--- config.mk ---
export PLATFORM = sky130hd
export DESIGN_NAME = virtual_channel_flit_buffer_core
export DESIGN_NICKNAME = d
export VERILOG_FILES = /design/src/hw/rtl/vcfb_pkg.sv /design/src/hw/rtl/vcfb_front.sv /design/src/hw/rtl/vcfb_back.sv /design/src/hw/rtl/virtual_channel_flit_buffer_core.sv
export SDC_FILE = /design/constraint.sdc
export NUM_CORES = 2
export LEC_CHECK = 0
export BUFFER_PORTS_ARGS = -buffer_cell sky130_fd_sc_hd__buf_2
export CAP_MARGIN = 0
export CORE_ASPECT_RATIO = 1.5
export CORE_MARGIN = 8
export CORE_UTILIZATION = 32
export DETAILED_ROUTE_END_ITERATION = 7
export PLACE_DENSITY = 0.53
export SETUP_SLACK_MARGIN = 0.05
export SYNTH_ARGS = -nofsm -noshare
export SYNTH_HDL_FRONTEND = slang
export SYNTH_SLANG_ARGS = --single-unit
export TNS_END_PERCENT = 50
--- constraint.sdc ---
create_clock -name clk -period 12.9 [get_ports clk]
set_clock_uncertainty 0.2 [all_clocks]
set_input_delay 0.645 -clock clk [delete_from_list [all_inputs] [get_ports clk]]
set_output_delay 0.645 -clock clk [all_outputs]
set_load 0.005 [all_outputs]
--- src/hw/rtl/vcfb_pkg.sv ---
// ----------------------------------------------------------------------------
// vcfb_pkg
// Shared types and codes of the virtual channel flit buffer: word layouts,
// status and priority mode codes, register indexes and the back-end states.
// ----------------------------------------------------------------------------
package vcfb_pkg;

  // Default number of flit slots
  localparam int DEFAULT_BUFFER_DEPTH = 16;

  // Configuration port layout
  localparam int CFG_INDEX_W = 1;
  localparam int CFG_DATA_W  = 3;

  localparam logic [CFG_INDEX_W-1:0] REG_PRIORITY_MODE = 1'b0;
  localparam logic [CFG_INDEX_W-1:0] REG_DONATION      = 1'b1;

  // Operation codes
  localparam logic OP_PUSH = 1'b0;
  localparam logic OP_POP  = 1'b1;

  // Result status codes
  localparam logic [1:0] STATUS_OK       = 2'd0;
  localparam logic [1:0] STATUS_MISMATCH = 2'd1;
  localparam logic [1:0] STATUS_EMPTY    = 2'd2;
  localparam logic [1:0] STATUS_FULL     = 2'd3;

  // Priority modes; codes above MODE_CARRIED act as carried priority
  localparam logic [2:0] MODE_NONE    = 3'd0;
  localparam logic [2:0] MODE_AGE     = 3'd1;
  localparam logic [2:0] MODE_QLEN    = 3'd2;
  localparam logic [2:0] MODE_HOPS    = 3'd3;
  localparam logic [2:0] MODE_CARRIED = 3'd4;

  localparam logic [30:0] PRIO_MAX = 31'h7FFF_FFFF;

  // Live configuration
  typedef struct packed {
    logic [2:0] mode;
    logic       donate;
  } cfg_t;

  // Classified input word handed from front to back
  typedef struct packed {
    logic        op;
    logic [31:0] flit_id;
    logic [31:0] packet_id;
    logic        tail;
    logic [7:0]  hops;
    logic [30:0] prio;
  } item_t;

  // One buffered flit
  typedef struct packed {
    logic [31:0] flit_id;
    logic [31:0] packet_id;
    logic        tail;
    logic [7:0]  hops;
    logic [30:0] prio;
  } slot_t;

  // One result word
  typedef struct packed {
    logic [1:0]  status;
    logic [31:0] flit_id;
    logic [31:0] packet_id;
    logic        tail;
    logic [7:0]  hops;
    logic [30:0] prio;
    logic [30:0] channel_prio;
    logic [4:0]  fill;
  } result_t;

  // Back-end sequencer states
  typedef enum logic [2:0] {
    ST_IDLE,
    ST_POP_DATA,
    ST_SCAN,
    ST_FINISH
  } back_state_t;

endpackage

--- src/hw/rtl/vcfb_front.sv ---
// ----------------------------------------------------------------------------
// vcfb_front
// Input side: takes words from the push port, assigns the flit priority
// from the active mode and holds them in a two-entry queue for the back end.
// ----------------------------------------------------------------------------
module vcfb_front (
  input  logic            clk,
  input  logic            rst,
  input  vcfb_pkg::cfg_t  cfg,
  input  logic            push,
  output logic            full,
  input  logic            op,
  input  logic [31:0]     flit_id,
  input  logic [31:0]     packet_id,
  input  logic            is_tail,
  input  logic [7:0]      hops,
  input  logic [30:0]     carried_priority,
  input  logic [30:0]     current_time,
  output logic            item_valid,
  output vcfb_pkg::item_t item,
  input  logic            take
);

  vcfb_pkg::item_t q [2];
  logic            wr_ptr;
  logic            rd_ptr;
  logic [1:0]      count;
  logic            accept;
  vcfb_pkg::item_t classified;
  logic [30:0]     prio;

  // Flit priority by mode
  always_comb begin
    unique case (cfg.mode)
      vcfb_pkg::MODE_AGE:  prio = vcfb_pkg::PRIO_MAX - current_time;
      vcfb_pkg::MODE_HOPS: prio = 31'(hops);
      default:             prio = carried_priority;
    endcase
  end

  always_comb begin
    classified.op        = op;
    classified.flit_id   = flit_id;
    classified.packet_id = packet_id;
    classified.tail      = is_tail;
    classified.hops      = hops;
    classified.prio      = prio;
  end

  assign full       = (count == 2'd2);
  assign accept     = push && !full;
  assign item_valid = (count != 2'd0);
  assign item       = q[rd_ptr];

  // Queue storage
  always_ff @(posedge clk) begin
    if (accept) begin
      q[wr_ptr] <= classified;
    end
  end

  // Queue pointers
  always_ff @(posedge clk) begin
    if (rst) begin
      wr_ptr <= 1'b0;
      rd_ptr <= 1'b0;
      count  <= 2'd0;
    end else begin
      if (accept) begin
        wr_ptr <= ~wr_ptr;
      end
      if (take) begin
        rd_ptr <= ~rd_ptr;
      end
      unique case ({accept, take})
        2'b10:   count <= count + 2'd1;
        2'b01:   count <= count - 2'd1;
        default: count <= count;
      endcase
    end
  end

endmodule

--- src/hw/rtl/vcfb_back.sv ---
// ----------------------------------------------------------------------------
// vcfb_back
// Execution side: flit memory, packet continuity check, pointers, channel
// priority recompute (a scan over the memory's read port) and result register.
// ----------------------------------------------------------------------------
module vcfb_back #(
  parameter int BUFFER_DEPTH = vcfb_pkg::DEFAULT_BUFFER_DEPTH
) (
  input  logic              clk,
  input  logic              rst,
  input  vcfb_pkg::cfg_t    cfg,
  input  logic              item_valid,
  input  vcfb_pkg::item_t   item,
  output logic              take,
  output logic              res_valid,
  output vcfb_pkg::result_t res,
  input  logic              pop
);

  localparam int PTR_W = (BUFFER_DEPTH > 1) ? $clog2(BUFFER_DEPTH) : 1;
  localparam int OCC_W = $clog2(BUFFER_DEPTH + 1);
  localparam int SUM_W = $clog2(2 * BUFFER_DEPTH);

  // Ring slot at a distance from a base pointer
  function automatic logic [PTR_W-1:0] slot_of(input logic [PTR_W-1:0] base,
                                               input logic [OCC_W-1:0] off);
    logic [SUM_W-1:0] sum;
    sum = SUM_W'(base) + SUM_W'(off);
    if (sum >= SUM_W'(BUFFER_DEPTH)) begin
      sum = sum - SUM_W'(BUFFER_DEPTH);
    end
    return sum[PTR_W-1:0];
  endfunction

  vcfb_pkg::back_state_t state, state_next;

  vcfb_pkg::slot_t mem [BUFFER_DEPTH];
  vcfb_pkg::slot_t rd_data;
  vcfb_pkg::slot_t wr_data;
  logic            mem_we;
  logic [PTR_W-1:0] waddr;
  logic [PTR_W-1:0] raddr;

  logic [PTR_W-1:0] head;
  logic [PTR_W-1:0] head_inc;
  logic [OCC_W-1:0] occ;
  logic             expecting;
  logic [31:0]      expected;
  logic [30:0]      vc_prio;

  logic [1:0]       cur_status;
  logic [31:0]      cur_fid;
  logic [31:0]      cur_pid;
  logic             cur_tail;
  logic [7:0]       cur_hops;
  logic [30:0]      cur_prio;

  logic [OCC_W-1:0] scan_len;
  logic [OCC_W-1:0] issued;
  logic             rd_pend;
  logic             rd_issue;
  logic [30:0]      best;
  logic             best_vld;
  logic [30:0]      best_next;

  logic             mismatch;
  logic             is_full;
  logic             push_ok;
  logic             pop_ok;
  logic [1:0]       take_status;
  logic [OCC_W-1:0] rc_occ;
  logic             rc_qlen;
  logic             rc_scan;
  logic             donate_scan;
  logic [OCC_W-1:0] rc_len;
  logic             out_free;

  // Checks on the word at the front of the queue
  assign mismatch = expecting && (item.packet_id != expected);
  assign is_full  = (occ == OCC_W'(BUFFER_DEPTH));
  assign push_ok  = (item.op == vcfb_pkg::OP_PUSH) && !mismatch && !is_full;
  assign pop_ok   = (item.op == vcfb_pkg::OP_POP) && (occ != '0);
  assign head_inc = slot_of(head, OCC_W'(1));
  assign out_free = !res_valid || pop;

  always_comb begin
    if (item.op == vcfb_pkg::OP_POP) begin
      take_status = (occ == '0) ? vcfb_pkg::STATUS_EMPTY : vcfb_pkg::STATUS_OK;
    end else if (mismatch) begin
      take_status = vcfb_pkg::STATUS_MISMATCH;
    end else if (is_full) begin
      take_status = vcfb_pkg::STATUS_FULL;
    end else begin
      take_status = vcfb_pkg::STATUS_OK;
    end
  end

  // Recompute setup: occupancy after the push or pop under way
  assign rc_occ      = (state == vcfb_pkg::ST_POP_DATA) ? occ - OCC_W'(1) : occ + OCC_W'(1);
  assign rc_qlen     = (rc_occ != '0) && (cfg.mode == vcfb_pkg::MODE_QLEN);
  assign rc_scan     = (rc_occ != '0) && (cfg.mode != vcfb_pkg::MODE_NONE)
                       && (cfg.mode != vcfb_pkg::MODE_QLEN);
  assign donate_scan = cfg.donate && (cfg.mode != vcfb_pkg::MODE_AGE);
  assign rc_len      = donate_scan ? rc_occ : OCC_W'(1);

  assign best_next = (!best_vld || (rd_data.prio > best)) ? rd_data.prio : best;

  // Next state
  always_comb begin
    state_next = state;
    unique case (state)
      vcfb_pkg::ST_IDLE: begin
        if (item_valid) begin
          if (item.op == vcfb_pkg::OP_POP) begin
            state_next = pop_ok ? vcfb_pkg::ST_POP_DATA : vcfb_pkg::ST_FINISH;
          end else begin
            state_next = (push_ok && rc_scan) ? vcfb_pkg::ST_SCAN : vcfb_pkg::ST_FINISH;
          end
        end
      end
      vcfb_pkg::ST_POP_DATA: begin
        state_next = rc_scan ? vcfb_pkg::ST_SCAN : vcfb_pkg::ST_FINISH;
      end
      vcfb_pkg::ST_SCAN: begin
        if (rd_pend && (issued == scan_len)) begin
          state_next = vcfb_pkg::ST_FINISH;
        end
      end
      vcfb_pkg::ST_FINISH: begin
        if (out_free) begin
          state_next = vcfb_pkg::ST_IDLE;
        end
      end
      default: state_next = vcfb_pkg::ST_IDLE;
    endcase
  end

  // Sequencer outputs: handshake and memory port control
  always_comb begin
    take     = 1'b0;
    mem_we   = 1'b0;
    rd_issue = 1'b0;
    raddr    = head;
    waddr    = slot_of(head, occ);
    unique case (state)
      vcfb_pkg::ST_IDLE: begin
        take   = item_valid;
        mem_we = item_valid && push_ok;
      end
      vcfb_pkg::ST_SCAN: begin
        rd_issue = (issued != scan_len);
        raddr    = slot_of(head, issued);
      end
      default: begin
        take = 1'b0;
      end
    endcase
  end

  always_comb begin
    wr_data.flit_id   = item.flit_id;
    wr_data.packet_id = item.packet_id;
    wr_data.tail      = item.tail;
    wr_data.hops      = item.hops;
    wr_data.prio      = item.prio;
  end

  // Flit memory: one write port, one registered read port
  always_ff @(posedge clk) begin
    if (mem_we) begin
      mem[waddr] <= wr_data;
    end
    rd_data <= mem[raddr];
  end

  // Control state
  always_ff @(posedge clk) begin
    if (rst) begin
      state     <= vcfb_pkg::ST_IDLE;
      head      <= '0;
      occ       <= '0;
      expecting <= 1'b0;
      expected  <= '0;
      vc_prio   <= '0;
      res_valid <= 1'b0;
      rd_pend   <= 1'b0;
      issued    <= '0;
      scan_len  <= '0;
      best_vld  <= 1'b0;
    end else begin
      state   <= state_next;
      rd_pend <= rd_issue;
      // Result register: loaded on finish, cleared once taken
      if (state == vcfb_pkg::ST_FINISH && out_free) begin
        res_valid <= 1'b1;
      end else if (res_valid && pop) begin
        res_valid <= 1'b0;
      end
      unique case (state)
        vcfb_pkg::ST_IDLE: begin
          if (item_valid && push_ok) begin
            occ <= rc_occ;
            if (expecting) begin
              if (item.tail) begin
                expecting <= 1'b0;
              end
            end else if (!item.tail) begin
              expecting <= 1'b1;
              expected  <= item.packet_id;
            end
            if (rc_qlen) begin
              vc_prio <= 31'(rc_occ);
            end
            scan_len <= rc_len;
            issued   <= '0;
            best_vld <= 1'b0;
          end
        end
        vcfb_pkg::ST_POP_DATA: begin
          head <= head_inc;
          occ  <= rc_occ;
          if (rc_qlen) begin
            vc_prio <= 31'(rc_occ);
          end
          scan_len <= rc_len;
          issued   <= '0;
          best_vld <= 1'b0;
        end
        vcfb_pkg::ST_SCAN: begin
          if (rd_issue) begin
            issued <= issued + OCC_W'(1);
          end
          if (rd_pend) begin
            best_vld <= 1'b1;
            if (issued == scan_len) begin
              vc_prio <= best_next;
            end
          end
        end
        default: ;
      endcase
    end
  end

  // Word under way and result payload
  always_ff @(posedge clk) begin
    if (state == vcfb_pkg::ST_IDLE && item_valid) begin
      cur_status <= take_status;
      cur_fid    <= '0;
      cur_pid    <= '0;
      cur_tail   <= 1'b0;
      cur_hops   <= '0;
      cur_prio   <= '0;
    end
    if (state == vcfb_pkg::ST_POP_DATA) begin
      cur_fid  <= rd_data.flit_id;
      cur_pid  <= rd_data.packet_id;
      cur_tail <= rd_data.tail;
      cur_hops <= rd_data.hops;
      cur_prio <= rd_data.prio;
    end
    if (state == vcfb_pkg::ST_SCAN && rd_pend) begin
      best <= best_next;
    end
    if (state == vcfb_pkg::ST_FINISH && out_free) begin
      res.status       <= cur_status;
      res.flit_id      <= cur_fid;
      res.packet_id    <= cur_pid;
      res.tail         <= cur_tail;
      res.hops         <= cur_hops;
      res.prio         <= cur_prio;
      res.channel_prio <= vc_prio;
      res.fill         <= 5'(occ);
    end
  end

endmodule

--- src/hw/rtl/virtual_channel_flit_buffer_core.sv ---
// ----------------------------------------------------------------------------
// virtual_channel_flit_buffer_core
// Input virtual channel flit buffer of a network-on-chip router.
// ----------------------------------------------------------------------------
// Words are pushed (a flit push or a pop request) and one result word per
// input word comes out in order on the result side. A front end classifies
// each word and holds up to two in a queue; the back end runs them one at a
// time against a single-port-read flit memory of BUFFER_DEPTH slots. A push
// is written as it is taken and a pop reads the head slot first; both are
// followed by a channel priority recompute when the mode uses flit
// priorities and the buffer is not left empty. The recompute scans the head
// flit only without donation or in age mode, and every buffered flit with
// donation, since each priority is read through the memory's one read port.
// A failed word and modes none and queue length take no recompute. The back
// end also waits while the previous result word has not been popped.
// ----------------------------------------------------------------------------
module virtual_channel_flit_buffer_core #(
  parameter int BUFFER_DEPTH = vcfb_pkg::DEFAULT_BUFFER_DEPTH
) (
  input  logic                            clk,
  input  logic                            rst,
  // push side
  input  logic                            push,
  output logic                            full,
  input  logic                            op,
  input  logic [31:0]                     flit_id,
  input  logic [31:0]                     packet_id,
  input  logic                            is_tail,
  input  logic [7:0]                      hops,
  input  logic [30:0]                     carried_priority,
  input  logic [30:0]                     current_time,
  // result side
  output logic                            empty,
  input  logic                            pop,
  output logic [1:0]                      status,
  output logic [31:0]                     popped_flit_id,
  output logic [31:0]                     popped_packet_id,
  output logic                            popped_tail,
  output logic [7:0]                      popped_hops,
  output logic [30:0]                     popped_priority,
  output logic [30:0]                     channel_priority,
  output logic [4:0]                      fill_level,
  // configuration
  input  logic                            cfg_valid,
  output logic                            cfg_ready,
  input  logic [vcfb_pkg::CFG_INDEX_W-1:0] cfg_index,
  input  logic [vcfb_pkg::CFG_DATA_W-1:0]  cfg_data
);

  vcfb_pkg::cfg_t    cfg;
  vcfb_pkg::item_t   item;
  vcfb_pkg::result_t res;
  logic              item_valid;
  logic              take;
  logic              res_valid;

  // Configuration registers
  assign cfg_ready = 1'b1;

  always_ff @(posedge clk) begin
    if (rst) begin
      cfg.mode   <= vcfb_pkg::MODE_NONE;
      cfg.donate <= 1'b0;
    end else if (cfg_valid && cfg_ready) begin
      unique case (cfg_index)
        vcfb_pkg::REG_PRIORITY_MODE: cfg.mode   <= cfg_data[2:0];
        vcfb_pkg::REG_DONATION:      cfg.donate <= cfg_data[0];
        default:                     cfg.donate <= cfg.donate;
      endcase
    end
  end

  vcfb_front u_front (
    .clk              (clk),
    .rst              (rst),
    .cfg              (cfg),
    .push             (push),
    .full             (full),
    .op               (op),
    .flit_id          (flit_id),
    .packet_id        (packet_id),
    .is_tail          (is_tail),
    .hops             (hops),
    .carried_priority (carried_priority),
    .current_time     (current_time),
    .item_valid       (item_valid),
    .item             (item),
    .take             (take)
  );

  vcfb_back #(
    .BUFFER_DEPTH (BUFFER_DEPTH)
  ) u_back (
    .clk        (clk),
    .rst        (rst),
    .cfg        (cfg),
    .item_valid (item_valid),
    .item       (item),
    .take       (take),
    .res_valid  (res_valid),
    .res        (res),
    .pop        (pop)
  );

  // Result ports
  assign empty            = !res_valid;
  assign status           = res.status;
  assign popped_flit_id   = res.flit_id;
  assign popped_packet_id = res.packet_id;
  assign popped_tail      = res.tail;
  assign popped_hops      = res.hops;
  assign popped_priority  = res.prio;
  assign channel_priority = res.channel_prio;
  assign fill_level       = res.fill;

endmodule

# Word level (Yosys, flattened, before mapping)
# Memories as Yosys holds them, arrays and structs flattened. A register that Yosys moved wholly into a read port is not among the register bits.
# Cells that the tools add are included.
# word_totals
ff_bits	376
ram_bits	1874
inputBits	145
output_inout_bits	145
elab_cells	177
n_memories	2
# mem_list
memory	depth	width	rd	rd_clocked_by_memory_dff	wr	line	rtl
u_back.mem	16	104	1	1	1	vcfb_back.sv:37	vcfb_pkg::slot_t mem [BUFFER_DEPTH];
u_front.q	2	105	1	1	1	vcfb_front.sv:24	vcfb_pkg::item_t q [2];
# classes
add_sub_neg	12
order_cmp	4
eq_ne	22
muxes	57
bitwise	6
n_reduce_logical	43
# ops
operator	count
31-bit 2-to-1 mux	7
32-bit 2-to-1 mux	3
31-bit case mux with 3 select lines	1
31-bit case mux with 2 select lines	1
32-bit inequality test	1
31-bit > comparator	1
31-bit subtractor (first input constant)	1
5-bit 2-to-1 mux	6
5-bit case mux with 2 select lines	2
1-bit 2-to-1 mux	18
1-bit logical AND	16
4-bit 2-to-1 mux	4
8-bit 2-to-1 mux	2
5-bit >= comparator (second input constant)	3
5-bit case mux with 3 select lines	1
2-bit by 1-bit inequality test with 1-bit output (second input constant)	7
3-bit by 2-bit equality test with 1-bit output (second input constant)	4
3-bit 2-to-1 mux	4
3-bit case mux with 4 select lines	1
4-bit by 1-bit subtractor with 4-bit output (second input constant)	3
4-bit by 5-bit adder with 5-bit output	2
5-bit by 1-bit adder with 5-bit output (second input constant)	2
2-bit 2-to-1 mux	5
2-bit nonzero test	5
other kinds (24)	44

# Longest topological paths before layout
# depth
depth_word	10
depth_mapped	14
ltp_nobuf	12

# Hierarchy
# Synthesis repeated with hierarchy kept, for this count alone.
# unflattened
hier_cells	4282
hier_area_um2	88293.4
# modules_own_cells
mod	instances	cells_per_inst	area_each_um2
vcfb_back	1	3820	79826.6
vcfb_front	1	442	8255.4
virtual_channel_flit_buffer_core	1	20	211.5

# Least setup slack after synthesis
# OpenSTA, ideal clock, no wires.
# synth_timing
path_kind	in2reg
start	input port pop
end	register, netlist name u_back.res[0]
setup_ns	0.662
t_arrival_ns	6.961
setup_slack_ns	5.077
path_stages	2
path_buffers	0
cell_sequence	nor2_1 > nor2b_1
# synth_between
elab_chain_cells	2
# synth_rtl
item	line	rtl
start: declaration	virtual_channel_flit_buffer_core.sv:34	input logic pop,
1-bit logical OR	vcfb_back.sv:84	assign out_free = !res_valid || pop;
1-bit logical AND	vcfb_back.sv:265	if (state == vcfb_pkg::ST_FINISH && out_free) begin
# Every way passes these cells.
# A chain may end at the register's enable or synchronous reset.

==> results.yml <==
run_status:
  outcome: "completed"
placed_design:
  post-dp-hpwl_microns: 116000
  place_ws_ns: 5.84
  postPlaceCellArea_sq_mm: 0.0944
  dpl.cell_count: 8103
  port-buffer-count: 288
  gp_congestion: 0.723
pwr:
  p_sw_uw: 5820
  internal-power_uw: 15100
  p_per_area_mw_per_mm2: 203
  p_seq_frac: 0.487
  ir_drop_mv: 0.171
  p_leak_uw: 0.0346
  combPwrFrac: 0.198
  switching_share: 0.278
  clkPwrFrac: 0.315
synth:
  yosys_warnings: 0
  async_reset_ff_frac: 0
  syn_nets: 4468
  ys_seq_area_frac: 0.778
  syn_inst: 4274
  syn_area_sq_mm: 0.0882
  avgSynthCellArea_sq_um: 20.6
  synthFlopType: "edfxtp_1"
  synth_edf_count: 2153
  yosysUniqueCellTypes: 69
  synth_seq_cells: 2354
routing:
  drtIter0Drc: 2766
  drcViolationCount: 0
  postRouteWirelength_microns: 214000
  detail_route.wl_per_cell_microns: 24.7
  vias: 41817
  firstDrtPassIters: 5
  routed_via_density: 4.82
  ant_nets: 0
cts:
  tritoncts: "built"
  cts_buffers: 226
  clkTransAtPathRegs_ns: 0.06
  cts_resized: 0
  htreeDepth: 4
  clock_sinks: 2354
  post-cts-setup-buffers: 0
  insertion_delay_ns: 0.90
  holdBufCountCts: 142
  root_buffer: "clkbuf_16"
  clk_path_buf_depth: 4
setup_path:
  path_class: "flop to flop"
  end_kind: "flop"
  crit_required_ns: 13.16
  arrival_ns: 7.22
  crit_fanout: 56
  start_kind: "flop"
layout:
  fin_nets: 4978
  stdcell_area_sq_mm: 0.103
  syn2layout_area_growth_pct: 17.0
  instances_no_fill: 8670
  fill_cells: 24992
  regArea_sq_mm: 0.0687
  drive_above_1_share: 0.256
  multi_input_area_sq_mm: 0.0186
timing:
  fin_hold_ws_ns: 0.0813
  final.setup.tns_ns: 0
  fmax_mhz: 144
  hold_viol_final: 0
  setup_viol: 0
  drv_slew: 0
  tightest_slew_ns: 1.24
  rsz0062_at_grt: "false"
  finalCritPeriodShare: 0.540
  setup_slack_ns: 5.93
  layout_min_cycle_time_ns: 6.97
  slew_headroom: 0.174
floorplan:
  die_area_sq_mm: 0.293
  fp.dieH_microns: 659
  fp.coreArea_sq_mm: 0.275
  start_util: 0.321
  rows: 236
  die_w_microns: 445
  ioPinCount: 290
global_routing:
  antenna_found_initial: 31
  grt_max_degree: 132
  track_usage: 0.142
  grt-ovfl-total: 0
  grt_pass1_wl_microns: 312000
  grt_pass1_vias: 44565
job:
  max_cap_violations: 0
min_path:
  hold_class: "input port to flop"
==> worst max-delay path: stages, from the launching register on <==
cell and delay (ns):
dfxtp_4 0.97, buf_4 0.71, mux2i_1 0.40, xnor2_1 0.13
nor4_2 0.28, nand4_2 0.31, o21ai_4 0.34, nand2_2 0.14
or4_4 0.52, nor2_4 0.86, buf_4 0.62, buf_4 0.95
==> placed cells by master (no fill, tap or decap), drive strengths merged, types with 106 or more instances in the layout <==
cell type,n
clkbuf,310
dlygate4sd3,142
edfxtp,2153
a211oi,116
nor2b,110
a21oi,146
dfxtp,201
and2,106
mux4,416
mux2i,173
buf,354
==> state kept, by name, indices dropped and copies added (netlist names), 8 cells and up, named ones only <==
| signal | count |
|---|---|
| u_back.mem | 1664 |
| u_front.q | 210 |
| u_back.res | 142 |
| u_back.rd_data | 104 |
| u_back.cur_fid | 32 |
| u_back.cur_pid | 32 |
| u_back.expected | 32 |
| u_back.best | 31 |
| u_back.cur_prio | 31 |
| u_back.vc_prio | 31 |
| u_back.cur_hops | 8 |
==> cell type report <==
type	instances	share of cell area
sequential	2354	0.665
multi-input combinational	1625	0.181
clock buffer	310	0.0616
tap	3689	0.0447
timing repair buffer	496	0.0347
clock inverter	103	0.00979
inverter	81	0.00295
antenna	12	0.000291
==> layer usage <==
| layer | share of wire | routed length, microns | global-route usage |
|---|---|---|---|
| met1 | 0.43 | 91700 | 0.187 |
| met4 | 0.023 | 4890 | 0.0358 |
| met2 | 0.50 | 107000 | 0.245 |
| met3 | 0.049 | 10600 | 0.0247 |
| met5 | 0.00059 | 126 | 0 |
==> cell families after synthesis <==
| kind of cell | Yosys count | share of synthesized area |
|---|---|---|
| AND/OR/NAND/NOR | 447 | 0.0282 |
| XOR/XNOR | 59 | 0.00586 |
| adder cells (fa/ha/maj) | 49 | 0.00712 |
| buffers and inverters | 295 | 0.0131 |
| AO/OA/AOI/OAI | 379 | 0.0280 |
| other | 1 | 0.0000425 |
| flip-flops | 2354 | 0.778 |
| multiplexers | 690 | 0.139 |
==> path summary, 6_finish.rpt <==
kind,from,end,slack (ns),cells past startpoint
min,hops[7],u_front.q[1][38]$_DFFE_PP_,0.08,1
max reg2reg,flop,u_back.mem[8][26]$_DFFE_PP_,5.93,11
max,flop,u_back.mem[8][26]$_DFFE_PP_,5.93,11
min reg2reg,u_back.cur_pid[0]$_SDFFCE_PP0P_,u_back.res[76]$_DFFE_PP_,0.17,0
==> power by group through the flow <==
stage          sequential (uW)  clock (uW)  combinational, uW
6_report                 10200        6610               4150
5_1_grt                  10300        7070               4560
4_1_cts                  10200        6820               4300
3_5_place_dp             10400           0               4250
3_3_place_gp             10400           0               4180
2_1_floorplan            10200           0               2860
==> Yosys cell counts (3+ instances only) <==
master     instances  share of area
a22oi_1            3        0.00026
ha_1              47         0.0067
xor2_1            41         0.0041
buf_6              4        0.00051
nor4_2             6        0.00085
or3_1              6        0.00043
o21ai_0           28         0.0016
nand2_1           70         0.0030
and2_1           106         0.0075
nand3_1            6        0.00034
mux4_2           416           0.11
o211ai_1           3        0.00026
a211oi_1         116         0.0099
mux2_4            12         0.0020
o21bai_1           4        0.00034
nor4_1             6        0.00043
mux2_2            89          0.011
edfxtp_1        2153           0.73
xnor2_1           18         0.0018
o31ai_1           25         0.0021
a21oi_1          146         0.0083
inv_1             80         0.0034
a21o_1             9        0.00077
nand3b_1           3        0.00026
nor2b_1          110         0.0078
or4_4              4        0.00051
mux2i_1          169          0.019
o21ai_1            3        0.00017
buf_2             11        0.00062
and3_1             3        0.00021
mux2i_2            4        0.00062
nor3_1             5        0.00028
dfxtp_1          201          0.046
clkbuf_1         146         0.0062
o2bb2ai_1         26         0.0026
nand4_1            7        0.00050
or3b_1             4        0.00040
nand2b_1          11        0.00078
buf_1             51         0.0022
nor2_1            88         0.0037
==> metrics by stage <==
stage          total power, uW   util
3_3_place_gp             14500  0.343
5_1_grt                  21900  0.375
3_5_place_dp             14600  0.343
6_report                 21000  0.375
2_1_floorplan            13000      -
4_1_cts                  21300  0.375
Note: power is estimated with default switching activity, not from simulation.
